<file path="config.mk">
export PLATFORM = sky130hd
export DESIGN_NAME = relative_path_normalizer
export DESIGN_NICKNAME = d
export VERILOG_FILES = /design/src/rtl/rpn_pkg.sv /design/src/rtl/relative_path_normalizer.sv /design/src/rtl/rpn_front.sv /design/src/rtl/rpn_queue.sv /design/src/rtl/rpn_back.sv
export VERILOG_INCLUDE_DIRS = /design/src /design/src/rtl
export SDC_FILE = /design/constraint.sdc
export NUM_CORES = 1
export LEC_CHECK = 0
export BUFFER_PORTS_ARGS = -buffer_cell sky130_fd_sc_hd__buf_2
export CELL_PAD_IN_SITES_DETAIL_PLACEMENT = 0
export CELL_PAD_IN_SITES_GLOBAL_PLACEMENT = 1
export CORE_MARGIN = 2
export CORE_UTILIZATION = 54
export CTS_CLUSTER_SIZE = 40
export DETAILED_ROUTE_END_ITERATION = 8
export PLACE_DENSITY_LB_ADDON = 0.12
export SYNTH_ARGS = -nofsm -noshare
export SYNTH_HDL_FRONTEND = slang
export SYNTH_SLANG_ARGS = --single-unit
</file>
<file path="constraint.sdc">
create_clock -name clk -period 5.6 [get_ports clk]
set_clock_uncertainty 0.15 [all_clocks]
set_input_delay 0.56 -clock clk [delete_from_list [all_inputs] [get_ports clk]]
set_output_delay 0.56 -clock clk [all_outputs]
set_load 0.02 [all_outputs]
</file>
<file path="src/rtl/relative_path_normalizer_assert.svh">
// Assertion macros for the relative path normalizer.
// Included by the top level; no dependencies.
`ifndef RELATIVE_PATH_NORMALIZER_ASSERT_SVH
`define RELATIVE_PATH_NORMALIZER_ASSERT_SVH

`ifndef SYNTHESIS
`define RPN_ASSERT(label, clock, reset, prop) \
  label: assert property (@(posedge clock) disable iff (reset) prop) \
    else $error("rpn assertion failed");
`define RPN_NEVER(label, clock, reset, cond) \
  label: assert property (@(posedge clock) disable iff (reset) !(cond)) \
    else $error("rpn forbidden condition seen");
`else
`define RPN_ASSERT(label, clock, reset, prop)
`define RPN_NEVER(label, clock, reset, cond)
`endif

`endif

</file>
<file path="src/rtl/rpn_pkg.sv">
// Shared types, character constants and helpers for the path normalizer.
// No dependencies.
package rpn_pkg;

  localparam int QDEPTH = 4;
  localparam int QAW    = 2;  // queue pointer width
  localparam int QCW    = 3;  // queue count width (holds QDEPTH)

  localparam logic [7:0] CH_SLASH  = 8'h2F;
  localparam logic [7:0] CH_BSLASH = 8'h5C;
  localparam logic [7:0] CH_COLON  = 8'h3A;
  localparam logic [7:0] CH_DOT    = 8'h2E;
  localparam logic [7:0] CH_SPACE  = 8'h20;
  localparam logic [7:0] CH_DEL    = 8'h7F;

  typedef enum logic [2:0] {
    ST_OK       = 3'd0,
    ST_EMPTY    = 3'd1,
    ST_ABSOLUTE = 3'd2,
    ST_DRIVE    = 3'd3,
    ST_PARENT   = 3'd4,
    ST_CONTROL  = 3'd5
  } status_t;

  // segment state: nothing, "." held, ".." held, segment being emitted
  typedef enum logic [3:0] {
    HELD_NONE   = 4'b0001,
    HELD_DOT    = 4'b0010,
    HELD_DOTDOT = 4'b0100,
    HELD_LIVE   = 4'b1000
  } held_t;

  // one input transaction's worth of results, expanded by the back end
  typedef struct packed {
    logic       slash;
    logic [1:0] ndots;
    logic       byte_en;
    logic [7:0] data;
    logic       done;
    status_t    status;
  } cmd_t;

  typedef struct packed {
    logic valid;
    cmd_t cmd;
  } cmd_slot_t;

  function automatic logic is_letter(input logic [7:0] c);
    is_letter = (c >= 8'h61 && c <= 8'h7A) || (c >= 8'h41 && c <= 8'h5A);
  endfunction

  function automatic logic is_sep(input logic [7:0] c);
    is_sep = (c == CH_SLASH) || (c == CH_BSLASH);
  endfunction

endpackage

</file>
<file path="src/rtl/relative_path_normalizer.sv">
// Relative path normalizer: byte stream in, normalized path bytes and status out.
// Path: transaction -> queue -> back end command register -> registered m_* output.
// Throughput: one input transaction per cycle while each yields one result and m_tready is
// high; one yielding k results holds the back end for all k; the 4-deep queue absorbs it.
// Reset: rst synchronous, active high; clears path state, queue and output valid.
`include "relative_path_normalizer_assert.svh"

module relative_path_normalizer (
  input  logic        clk,
  input  logic        rst,
  // input stream
  input  logic        s_tvalid,
  output logic        s_tready,
  input  logic [7:0]  s_tdata,   // [7:0] ch
  input  logic        s_tuser,   // [0] has_char
  input  logic        s_tlast,   // path_end
  // result stream
  output logic        m_tvalid,
  input  logic        m_tready,
  output logic [15:0] m_tdata,   // [7:0] out_byte, [10:8] status, [15:11] zero
  output logic [1:0]  m_tuser,   // [0] byte_valid, [1] done_res
  output logic        m_tlast    // run_end
);

  // Front end classifies each byte and turns the transaction into a compact
  // command: optional '/', up to two released dots, the byte itself, and
  // the final status when the path ends. Transactions with nothing to say
  // are dropped there.
  rpn_pkg::cmd_slot_t push;
  rpn_pkg::cmd_slot_t head;
  logic               q_full;
  logic               pop;

  rpn_front u_front (
    .clk      (clk),
    .rst      (rst),
    .s_tvalid (s_tvalid),
    .s_tready (s_tready),
    .s_tdata  (s_tdata),
    .s_tuser  (s_tuser),
    .s_tlast  (s_tlast),
    .q_full   (q_full),
    .push     (push)
  );

  // Decouples the two halves so output stalls do not stop byte intake
  // until the queue fills.
  rpn_queue u_queue (
    .clk  (clk),
    .rst  (rst),
    .push (push),
    .full (q_full),
    .pop  (pop),
    .head (head)
  );

  // Back end walks each command piece by piece, one result per cycle while
  // m_tready allows, marking the last piece of the transaction with tlast.
  rpn_back u_back (
    .clk      (clk),
    .rst      (rst),
    .head     (head),
    .pop      (pop),
    .m_tvalid (m_tvalid),
    .m_tready (m_tready),
    .m_tdata  (m_tdata),
    .m_tuser  (m_tuser),
    .m_tlast  (m_tlast)
  );

  // every result is exactly one of byte or status
  `RPN_ASSERT(a_kind_exclusive, clk, rst, m_tvalid |-> (m_tuser[0] ^ m_tuser[1]))
  // a status result always closes its transaction's run
  `RPN_ASSERT(a_status_is_last, clk, rst, (m_tvalid && m_tuser[1]) |-> m_tlast)
  // byte results carry an ok status field
  `RPN_NEVER(a_byte_status_zero, clk, rst, m_tvalid && m_tuser[0] && (m_tdata[10:8] != 3'd0))
  // a queue pop only happens when there is something queued
  `RPN_NEVER(a_pop_nonempty, clk, rst, pop && !head.valid)

endmodule

</file>
<file path="src/rtl/rpn_front.sv">
// Front end: accepts path bytes, tracks segment and error state,
// and queues at most one result command per transaction. Uses rpn_pkg.
module rpn_front (
  input  logic              clk,
  input  logic              rst,
  input  logic              s_tvalid,
  output logic              s_tready,
  input  logic [7:0]        s_tdata,   // [7:0] ch
  input  logic              s_tuser,   // [0] has_char
  input  logic              s_tlast,   // path_end
  input  logic              q_full,
  output rpn_pkg::cmd_slot_t push
);

  logic [1:0]       char_position, char_position_next;
  logic             first_is_letter, first_is_letter_next;
  rpn_pkg::held_t   held, held_next;
  logic             any_kept, any_kept_next;
  rpn_pkg::status_t err, err_next;
  rpn_pkg::cmd_t    cmd;
  logic             accept;
  logic [7:0]       c;

  assign s_tready = !q_full;
  assign accept   = s_tvalid && !q_full;
  assign c        = s_tdata;

  always_comb begin
    char_position_next   = char_position;
    first_is_letter_next = first_is_letter;
    held_next            = held;
    any_kept_next        = any_kept;
    err_next             = err;
    cmd                  = '0;
    cmd.status           = rpn_pkg::ST_OK;

    if (s_tuser) begin
      if (char_position != 2'd2) begin
        char_position_next = char_position + 2'd1;
      end
      if (char_position == 2'd0) begin
        first_is_letter_next = rpn_pkg::is_letter(c);
      end
      if (err == rpn_pkg::ST_OK) begin
        if (char_position == 2'd0 && rpn_pkg::is_sep(c)) begin
          err_next = rpn_pkg::ST_ABSOLUTE;
        end else if (char_position == 2'd1 && first_is_letter && c == rpn_pkg::CH_COLON) begin
          err_next = rpn_pkg::ST_DRIVE;
        end else if (rpn_pkg::is_sep(c)) begin
          if (held == rpn_pkg::HELD_DOTDOT) begin
            err_next = rpn_pkg::ST_PARENT;
          end
          held_next = rpn_pkg::HELD_NONE;
        end else if (c < rpn_pkg::CH_SPACE || c == rpn_pkg::CH_DEL) begin
          err_next = rpn_pkg::ST_CONTROL;
        end else if (c == rpn_pkg::CH_DOT && held == rpn_pkg::HELD_NONE) begin
          held_next = rpn_pkg::HELD_DOT;
        end else if (c == rpn_pkg::CH_DOT && held == rpn_pkg::HELD_DOT) begin
          held_next = rpn_pkg::HELD_DOTDOT;
        end else begin
          if (held != rpn_pkg::HELD_LIVE) begin
            // open a kept segment, releasing any held dots
            cmd.slash = any_kept;
            case (held)
              rpn_pkg::HELD_DOT:    cmd.ndots = 2'd1;
              rpn_pkg::HELD_DOTDOT: cmd.ndots = 2'd2;
              default:              cmd.ndots = 2'd0;
            endcase
            any_kept_next = 1'b1;
            held_next     = rpn_pkg::HELD_LIVE;
          end
          cmd.byte_en = 1'b1;
          cmd.data    = c;
        end
      end
    end

    if (s_tlast) begin
      cmd.done = 1'b1;
      if (err_next == rpn_pkg::ST_OK && held_next == rpn_pkg::HELD_DOTDOT) begin
        cmd.status = rpn_pkg::ST_PARENT;
      end else if (err_next == rpn_pkg::ST_OK && !any_kept_next) begin
        cmd.status = rpn_pkg::ST_EMPTY;
      end else begin
        cmd.status = err_next;
      end
      char_position_next   = 2'd0;
      first_is_letter_next = 1'b0;
      held_next            = rpn_pkg::HELD_NONE;
      any_kept_next        = 1'b0;
      err_next             = rpn_pkg::ST_OK;
    end
  end

  assign push.valid = accept && (cmd.byte_en || cmd.done);
  assign push.cmd   = cmd;

  always_ff @(posedge clk) begin
    if (rst) begin
      char_position   <= 2'd0;
      first_is_letter <= 1'b0;
      held            <= rpn_pkg::HELD_NONE;
      any_kept        <= 1'b0;
      err             <= rpn_pkg::ST_OK;
    end else if (accept) begin
      char_position   <= char_position_next;
      first_is_letter <= first_is_letter_next;
      held            <= held_next;
      any_kept        <= any_kept_next;
      err             <= err_next;
    end
  end

endmodule

</file>
<file path="src/rtl/rpn_queue.sv">
// Short command queue between front and back ends.
// Uses rpn_pkg for depth and command type.
module rpn_queue (
  input  logic               clk,
  input  logic               rst,
  input  rpn_pkg::cmd_slot_t push,
  output logic               full,
  input  logic               pop,
  output rpn_pkg::cmd_slot_t head
);

  rpn_pkg::cmd_t           mem [rpn_pkg::QDEPTH];
  logic [rpn_pkg::QAW-1:0] wr_ptr, rd_ptr;
  logic [rpn_pkg::QCW-1:0] count;
  logic                    do_pop;

  assign full       = (count == rpn_pkg::QCW'(rpn_pkg::QDEPTH));
  assign head.valid = (count != '0);
  assign head.cmd   = mem[rd_ptr];
  assign do_pop     = pop && head.valid;

  always_ff @(posedge clk) begin
    if (push.valid) begin
      mem[wr_ptr] <= push.cmd;
    end
  end

  always_ff @(posedge clk) begin
    if (rst) begin
      wr_ptr <= '0;
      rd_ptr <= '0;
      count  <= '0;
    end else begin
      if (push.valid) begin
        wr_ptr <= wr_ptr + rpn_pkg::QAW'(1);
      end
      if (do_pop) begin
        rd_ptr <= rd_ptr + rpn_pkg::QAW'(1);
      end
      if (push.valid && !do_pop) begin
        count <= count + rpn_pkg::QCW'(1);
      end else if (!push.valid && do_pop) begin
        count <= count - rpn_pkg::QCW'(1);
      end
    end
  end

endmodule

</file>
<file path="src/rtl/rpn_back.sv">
// Back end: expands queued commands into one result per cycle while
// m_tready allows, behind a registered output stage. Uses rpn_pkg.
module rpn_back (
  input  logic               clk,
  input  logic               rst,
  input  rpn_pkg::cmd_slot_t head,
  output logic               pop,
  output logic               m_tvalid,
  input  logic               m_tready,
  output logic [15:0]        m_tdata,  // [7:0] out_byte, [10:8] status, rest zero
  output logic [1:0]         m_tuser,  // [0] byte_valid, [1] done_res
  output logic               m_tlast   // run_end
);

  rpn_pkg::cmd_t    cur, rest;
  logic             cur_valid;
  logic             advance, last;
  logic [7:0]       p_byte;
  logic             p_valid, p_done;
  rpn_pkg::status_t p_status;

  always_comb begin
    rest     = cur;
    p_byte   = 8'h00;
    p_valid  = 1'b0;
    p_done   = 1'b0;
    p_status = rpn_pkg::ST_OK;
    if (cur.slash) begin
      rest.slash = 1'b0;
      p_byte     = rpn_pkg::CH_SLASH;
      p_valid    = 1'b1;
    end else if (cur.ndots != 2'd0) begin
      rest.ndots = cur.ndots - 2'd1;
      p_byte     = rpn_pkg::CH_DOT;
      p_valid    = 1'b1;
    end else if (cur.byte_en) begin
      rest.byte_en = 1'b0;
      p_byte       = cur.data;
      p_valid      = 1'b1;
    end else begin
      rest.done = 1'b0;
      p_done    = 1'b1;
      p_status  = cur.status;
    end
  end

  assign last    = !(rest.slash || rest.ndots != 2'd0 || rest.byte_en || rest.done);
  assign advance = cur_valid && (!m_tvalid || m_tready);
  assign pop     = head.valid && (!cur_valid || (advance && last));

  always_ff @(posedge clk) begin
    if (rst) begin
      cur_valid <= 1'b0;
    end else if (!cur_valid || (advance && last)) begin
      cur_valid <= head.valid;
    end
  end

  always_ff @(posedge clk) begin
    if (!cur_valid || (advance && last)) begin
      cur <= head.cmd;
    end else if (advance) begin
      cur <= rest;
    end
  end

  always_ff @(posedge clk) begin
    if (rst) begin
      m_tvalid <= 1'b0;
    end else if (advance) begin
      m_tvalid <= 1'b1;
    end else if (m_tready) begin
      m_tvalid <= 1'b0;
    end
  end

  always_ff @(posedge clk) begin
    if (advance) begin
      m_tdata <= {5'b00000, p_status, p_byte};
      m_tuser <= {p_done, p_valid};
      m_tlast <= last;
    end
  end

endmodule
</file>
# Word level (Yosys, flattened, before mapping)
# Memories as Yosys holds them, arrays and structs flattened. A register that Yosys moved wholly into a read port is not among the register bits.
# Cells that the tools add are included.
[op_classes]
n_eq_ne = 13
n_reduce_logical = 49
shift = 0
addsub = 6
magnitude_cmp = 5
div = 0
bitwise = 1
n_mul = 0
n_mux = 67
[ops]
columns = ["cell", "n"]
rows = [
  ["2-to-1 mux 12 bit", 8],
  ["2-to-1 mux 4 bit", 11],
  ["2-to-1 mux 3 bit", 14],
  ["2-to-1 mux 16 bit", 2],
  ["equality test 8 x 6 -> 1 bit (second input constant)", 3],
  ["2-to-1 mux 1 bit", 24],
  ["logical AND 1 bit", 17],
  ["equality test 8 x 7 -> 1 bit (second input constant)", 2],
  ["greater-or-equal comparator 8 x 7 -> 1 bit (second input constant)", 2],
  ["<= comparator 8 x 7 -> 1 bit (second input constant)", 2],
  ["nonzero test 2 bit", 8],
  ["2-to-1 mux 2 bit", 6],
  ["equality test 4 x 3 -> 1 bit (second input constant)", 2],
  ["logical OR 1 bit", 8],
  ["less-than comparator 8 x 6 -> 1 bit (second input constant)", 1],
  ["zero test 1 bit", 7],
  ["adder 2 x 1 -> 2 bit (second input constant)", 3],
  ["zero test 3 bit", 2],
  ["2-to-1 mux 6 bit", 1],
  ["AND reduction 3 bit", 2],
  ["OR reduction 3 bit", 2],
  ["equality test 4 x 1 -> 1 bit (second input constant)", 1],
  ["equality test 4 x 2 -> 1 bit (second input constant)", 1],
  ["inequality test 4 bit (second input constant)", 1],
  ["other kinds (11)", 11],
]
[word_totals]
mem_bits_ro = 0
ff_bits = 50
memories = 1
latchBits = 0
wordCells = 164
out_inout_bits = 21
in_bits = 14
ramBits = 64
[memory_table]
columns = ["memory", "words", "word_bits", "read_ports", "rd_clocked_by_memory_dff", "write_ports", "line", "source"]
rows = [
  ["u_queue.mem", 4, 16, 1, 1, 1, "rpn_queue.sv:12", "rpn_pkg::cmd_t mem [rpn_pkg::QDEPTH];"],
]

# Depth between registers and ports, before layout
[depth]
word_depth = 21
ltp_mapped = 14
depth_no_buf = 13

# By module
# Synthesis repeated with hierarchy kept, for this count alone.
[unflattened]
hier_cells = 357
hier_area_um2 = 5111.2
[modules_own_cells]
columns = ["module", "n_inst", "cells_each", "area_per_inst_um2", "seq_area_each_um2"]
rows = [
  ["rpn_queue", 1, 128, 2790.2, 2102.0],
  ["rpn_back", 1, 98, 1331.3, 940.9],
  ["rpn_front", 1, 131, 989.7, 220.2],
]

# Worst setup path after synthesis
# Ideal clock, no wire load.
[synth_path]
path_kind = "input-to-reg"
startpoint = "input port s_tuser"
endpoint = "register u_queue.count[2] in the netlist's numbering"
path_buffers = 1
arrival_time_ps = 3147
stages = 11
t_required_ps = 5380
setup_slack_ps = 2232
setup_ps = 70
path_cell_list = "or4b_2 -> nor3_2 -> and3_1 -> clkbuf_2 -> o21a_1 -> ha_1 -> inv_1 -> fa_1 -> xor2_1 -> or3_1 -> a21oi_1"
[synth_lines]
columns = ["item", "line", "source"]
rows = [
  ["start: declaration", "relative_path_normalizer.sv:15", "input logic s_tuser,"],
  ["end signal: assignment", "rpn_queue.sv:41", "count <= count + rpn_pkg::QCW'(1);"],
  ["end signal: assignment", "rpn_queue.sv:43", "count <= count - rpn_pkg::QCW'(1);"],
  ["end: declaration", "rpn_queue.sv:14", "logic [rpn_pkg::QCW-1:0] count;"],
]

==> metrics.csv <==
metric;value;unit
most frequent cells in the layout;edfxtp_1 (94), and2_1 (29), buf_2 (29);
num rows;35;
clk buf depth;2;
Top-Level Pins;35;
arrival time worst endpoint;4.09;ns
ranking of synthesized cells by area;edfxtp_1 (56%), dfxtp_1 (8.7%), mux4_2 (7.1%);
Via density;5.78;
TNS Setup;0;ns
status;completed;
initial antenna violation count;0;
# setup viols final;0;
clock latency on the worst-skew pair;0.51;ns
Avg WL per Cell;18.4;µm
post-layout power;2.84;mW
library cells used by synthesis;60;
pre-CTS worst setup slack;1.52;ns
die height;101;µm
final wirelength;9.62;mm
critical path cell sequence;or4b_2 -> nor3_2 -> and3_1 -> o21a_1 -> ha_1 -> inv_1 -> fa_1 -> xor2_1 -> or3_1 -> a21oi_1;
prevailing post-synth register cell;edfxtp_1;
Setup Buffers After CTS;0;
Hold Vio Cnt, Final;0;
worst r2r src;u_front.err[2]$_SDFFE_PP0P_;
Setup crit start kind;register;
CP Capture Type;register;
Synth async-reset ratio;0;
R2R Setup Slk;1.80;ns
Synth Instances;365;
share of cells above drive strength 1;0.209;
antenna-violating nets left;0;
hold_sp;m_tready;
diode count;0;
Crit-path slowest cell;or4b_2;
first-pass GRT wire length;15.3;mm
commonest non-fill, non-tap cell in the layout;edfxtp_1;
delay of the slowest cell on the worst path;0.75;ns
max_slew headroom;0.252;
register bit total from synthesis;116;
Worst-path clk slew;0.06;ns
post-layout instance area;0.00585;mm²
Routability Congestion;0.805;
Clock Sinks;116;
1st-iter DRT viols;108;
All-Layer GR Usage;0.205;
vias post-DR;3016;
Port Buffers;29;
Period minus WS final;3.80;ns
Die W;101;µm
PostCTS Resize Cnt;0;
Slew @ Worst Pin;1.12;ns
PD cells;485;mW/mm²
Yosys top cell area share;0.557;
Hold Path Class;in2reg;
Reg2Reg Depth;10;
Synth area leader;edfxtp_1;
maxcap violations;0;
CTS Hold Bufs;0;
Num CTS Buffers;17;
Syn-to-layout area delta;15.5;%
Critical Path RT;5.89;ns
Synth Cell Area;0.00507;mm²
WS Path Type;reg2reg;
number of synthesized flops with an enable pin;94;
Area after DPL;0.00527;mm²
die area;0.0102;mm²
gr ovfl total;0;
WHS Endpoint;u_back.m_tvalid$_SDFFE_PP0P_;
unrepaired setup endpoints after global routing;false;
fmax;263;MHz
Worst VDD drop;0.200;mV
register area share after synthesis;0.644;
DP Wirelength;6.55;mm
largest net degree at the start of global routing;31;
Final WS setup;1.80;ns
post-route insts no fill;522;
worst-path maximum fanout;19;
max-slew violation count;0;
WHS Path Cells;4;
# nets final;421;
Remaining DRCs;0;
mean area per synthesized cell;13.9;µm²
clk root buf;clkbuf_8;
core area;0.00915;mm²
H-tree levels;4;
CP startpoint;u_front.err[2]$_SDFFE_PP0P_;
Leak;2.10;nW
CTS tree;built;
placed cells;490;
drt pass-1 iters;4;
RR Endpoint;u_queue.count[2]$_SDFFE_PP0P_;
Initial Util;0.554;
period utilization;0.679;
Synth Warn #;0;
vias in the first global route;2992;
registers in the layout, indices dropped and copies added, names as in the netlist, 3 cells and up, named ones only:
signal          flops
u_front.err         3
u_back.cur         16
u_queue.count       3
u_front.held        4
u_queue.mem        64
u_back.m_tdata     11
cell usage after synthesis (2+ instances only):
| cell type | count |
|---|---|
| inv_1 | 12 |
| clkbuf_1 | 11 |
| nand3b_1 | 2 |
| o21ai_0 | 12 |
| nand3_1 | 4 |
| nor2_1 | 24 |
| buf_4 | 5 |
| xor2_1 | 4 |
| a21o_1 | 2 |
| a31o_2 | 2 |
| nor3b_1 | 2 |
| nor4_1 | 4 |
| a21oi_1 | 16 |
| and2_1 | 29 |
| dfxtp_1 | 22 |
| nand4b_1 | 2 |
| or3_1 | 5 |
| and4b_1 | 2 |
| nor4b_1 | 3 |
| o31a_1 | 2 |
| nor2b_1 | 4 |
| ha_1 | 8 |
| o21a_1 | 6 |
| nand2_1 | 25 |
| mux4_2 | 16 |
| and3_1 | 8 |
| edfxtp_1 | 94 |
| nor3_1 | 5 |
| buf_1 | 2 |
| or4_1 | 2 |
where the power goes:
part,total (mW),switching [mW],internal (mW)
combinational,0.543,0.304,0.239
clock,1.05,0.373,0.674
sequential,1.25,0.109,1.14
total,2.84,0.786,2.05
per-stage QoR:
stage           util  hold WS (ns)
2_1_floorplan      -         0.290
3_3_place_gp   0.576         0.301
3_5_place_dp   0.576         0.316
4_1_cts        0.639         0.201
5_1_grt        0.639         0.275
6_report       0.639         0.224
worst max-delay path: cells and delay by family, from the launching register on:
kind	cells	cell delay [ns]
flops	1	0.33
xor+xnor	1	0.16
buf+inv	1	0.06
compound gates	2	0.45
simple gates	4	1.99
fa+ha+maj	2	0.60
per-layer routing:
layer / GRT usage / routed length [µm] / vias to the layer above
met5: 0 / 0 / -
met4: 0.0885 / 140 / 0
met3: 0.0492 / 327 / 9
met2: 0.336 / 4850 / 83
met1: 0.263 / 4300 / 1485
li1: - / - / 1439
kinds of logic after synthesis:
| logic type | Yosys count | synth area share |
|---|---|---|
| flip-flops | 116 | 0.644 |
| buffers and inverters | 32 | 0.0291 |
| AO/OA/AOI/OAI | 54 | 0.0711 |
| adder cells (fa/ha/maj) | 10 | 0.0257 |
| XOR/XNOR | 5 | 0.00864 |
| other | 1 | 0.000740 |
| multiplexers | 18 | 0.0753 |
| AND/OR/NAND/NOR | 129 | 0.145 |
area by class of cell:
| cell class | instances | area [µm²] |
|---|---|---|
| fill | 667 | 3300 |
| sequential | 116 | 3260 |
| multi-input combinational | 221 | 1670 |
| clock buffer | 18 | 418 |
| clock inverter | 14 | 161 |
| timing repair buffer | 30 | 153 |
| tap | 111 | 139 |
| inverter | 12 | 45.0 |
how the worst max path moves through the flow:
stage / endpoint / slack [ns] / cells after the start
detailed placement: u_queue.count[2]$_SDFFE_PP0P_ / 1.52 / 11
CTS: u_queue.count[2]$_SDFFE_PP0P_ / 1.78 / 10
global placement: u_queue.count[2]$_SDFFE_PP0P_ / 1.63 / 11
finish: u_queue.count[2]$_SDFFE_PP0P_ / 1.80 / 10
floorplan: u_queue.count[2]$_SDFFE_PP0P_ / 2.23 / 11
global route: u_queue.count[2]$_SDFFE_PP0P_ / 1.50 / 10
Note: power is estimated with default switching activity, not from simulation.
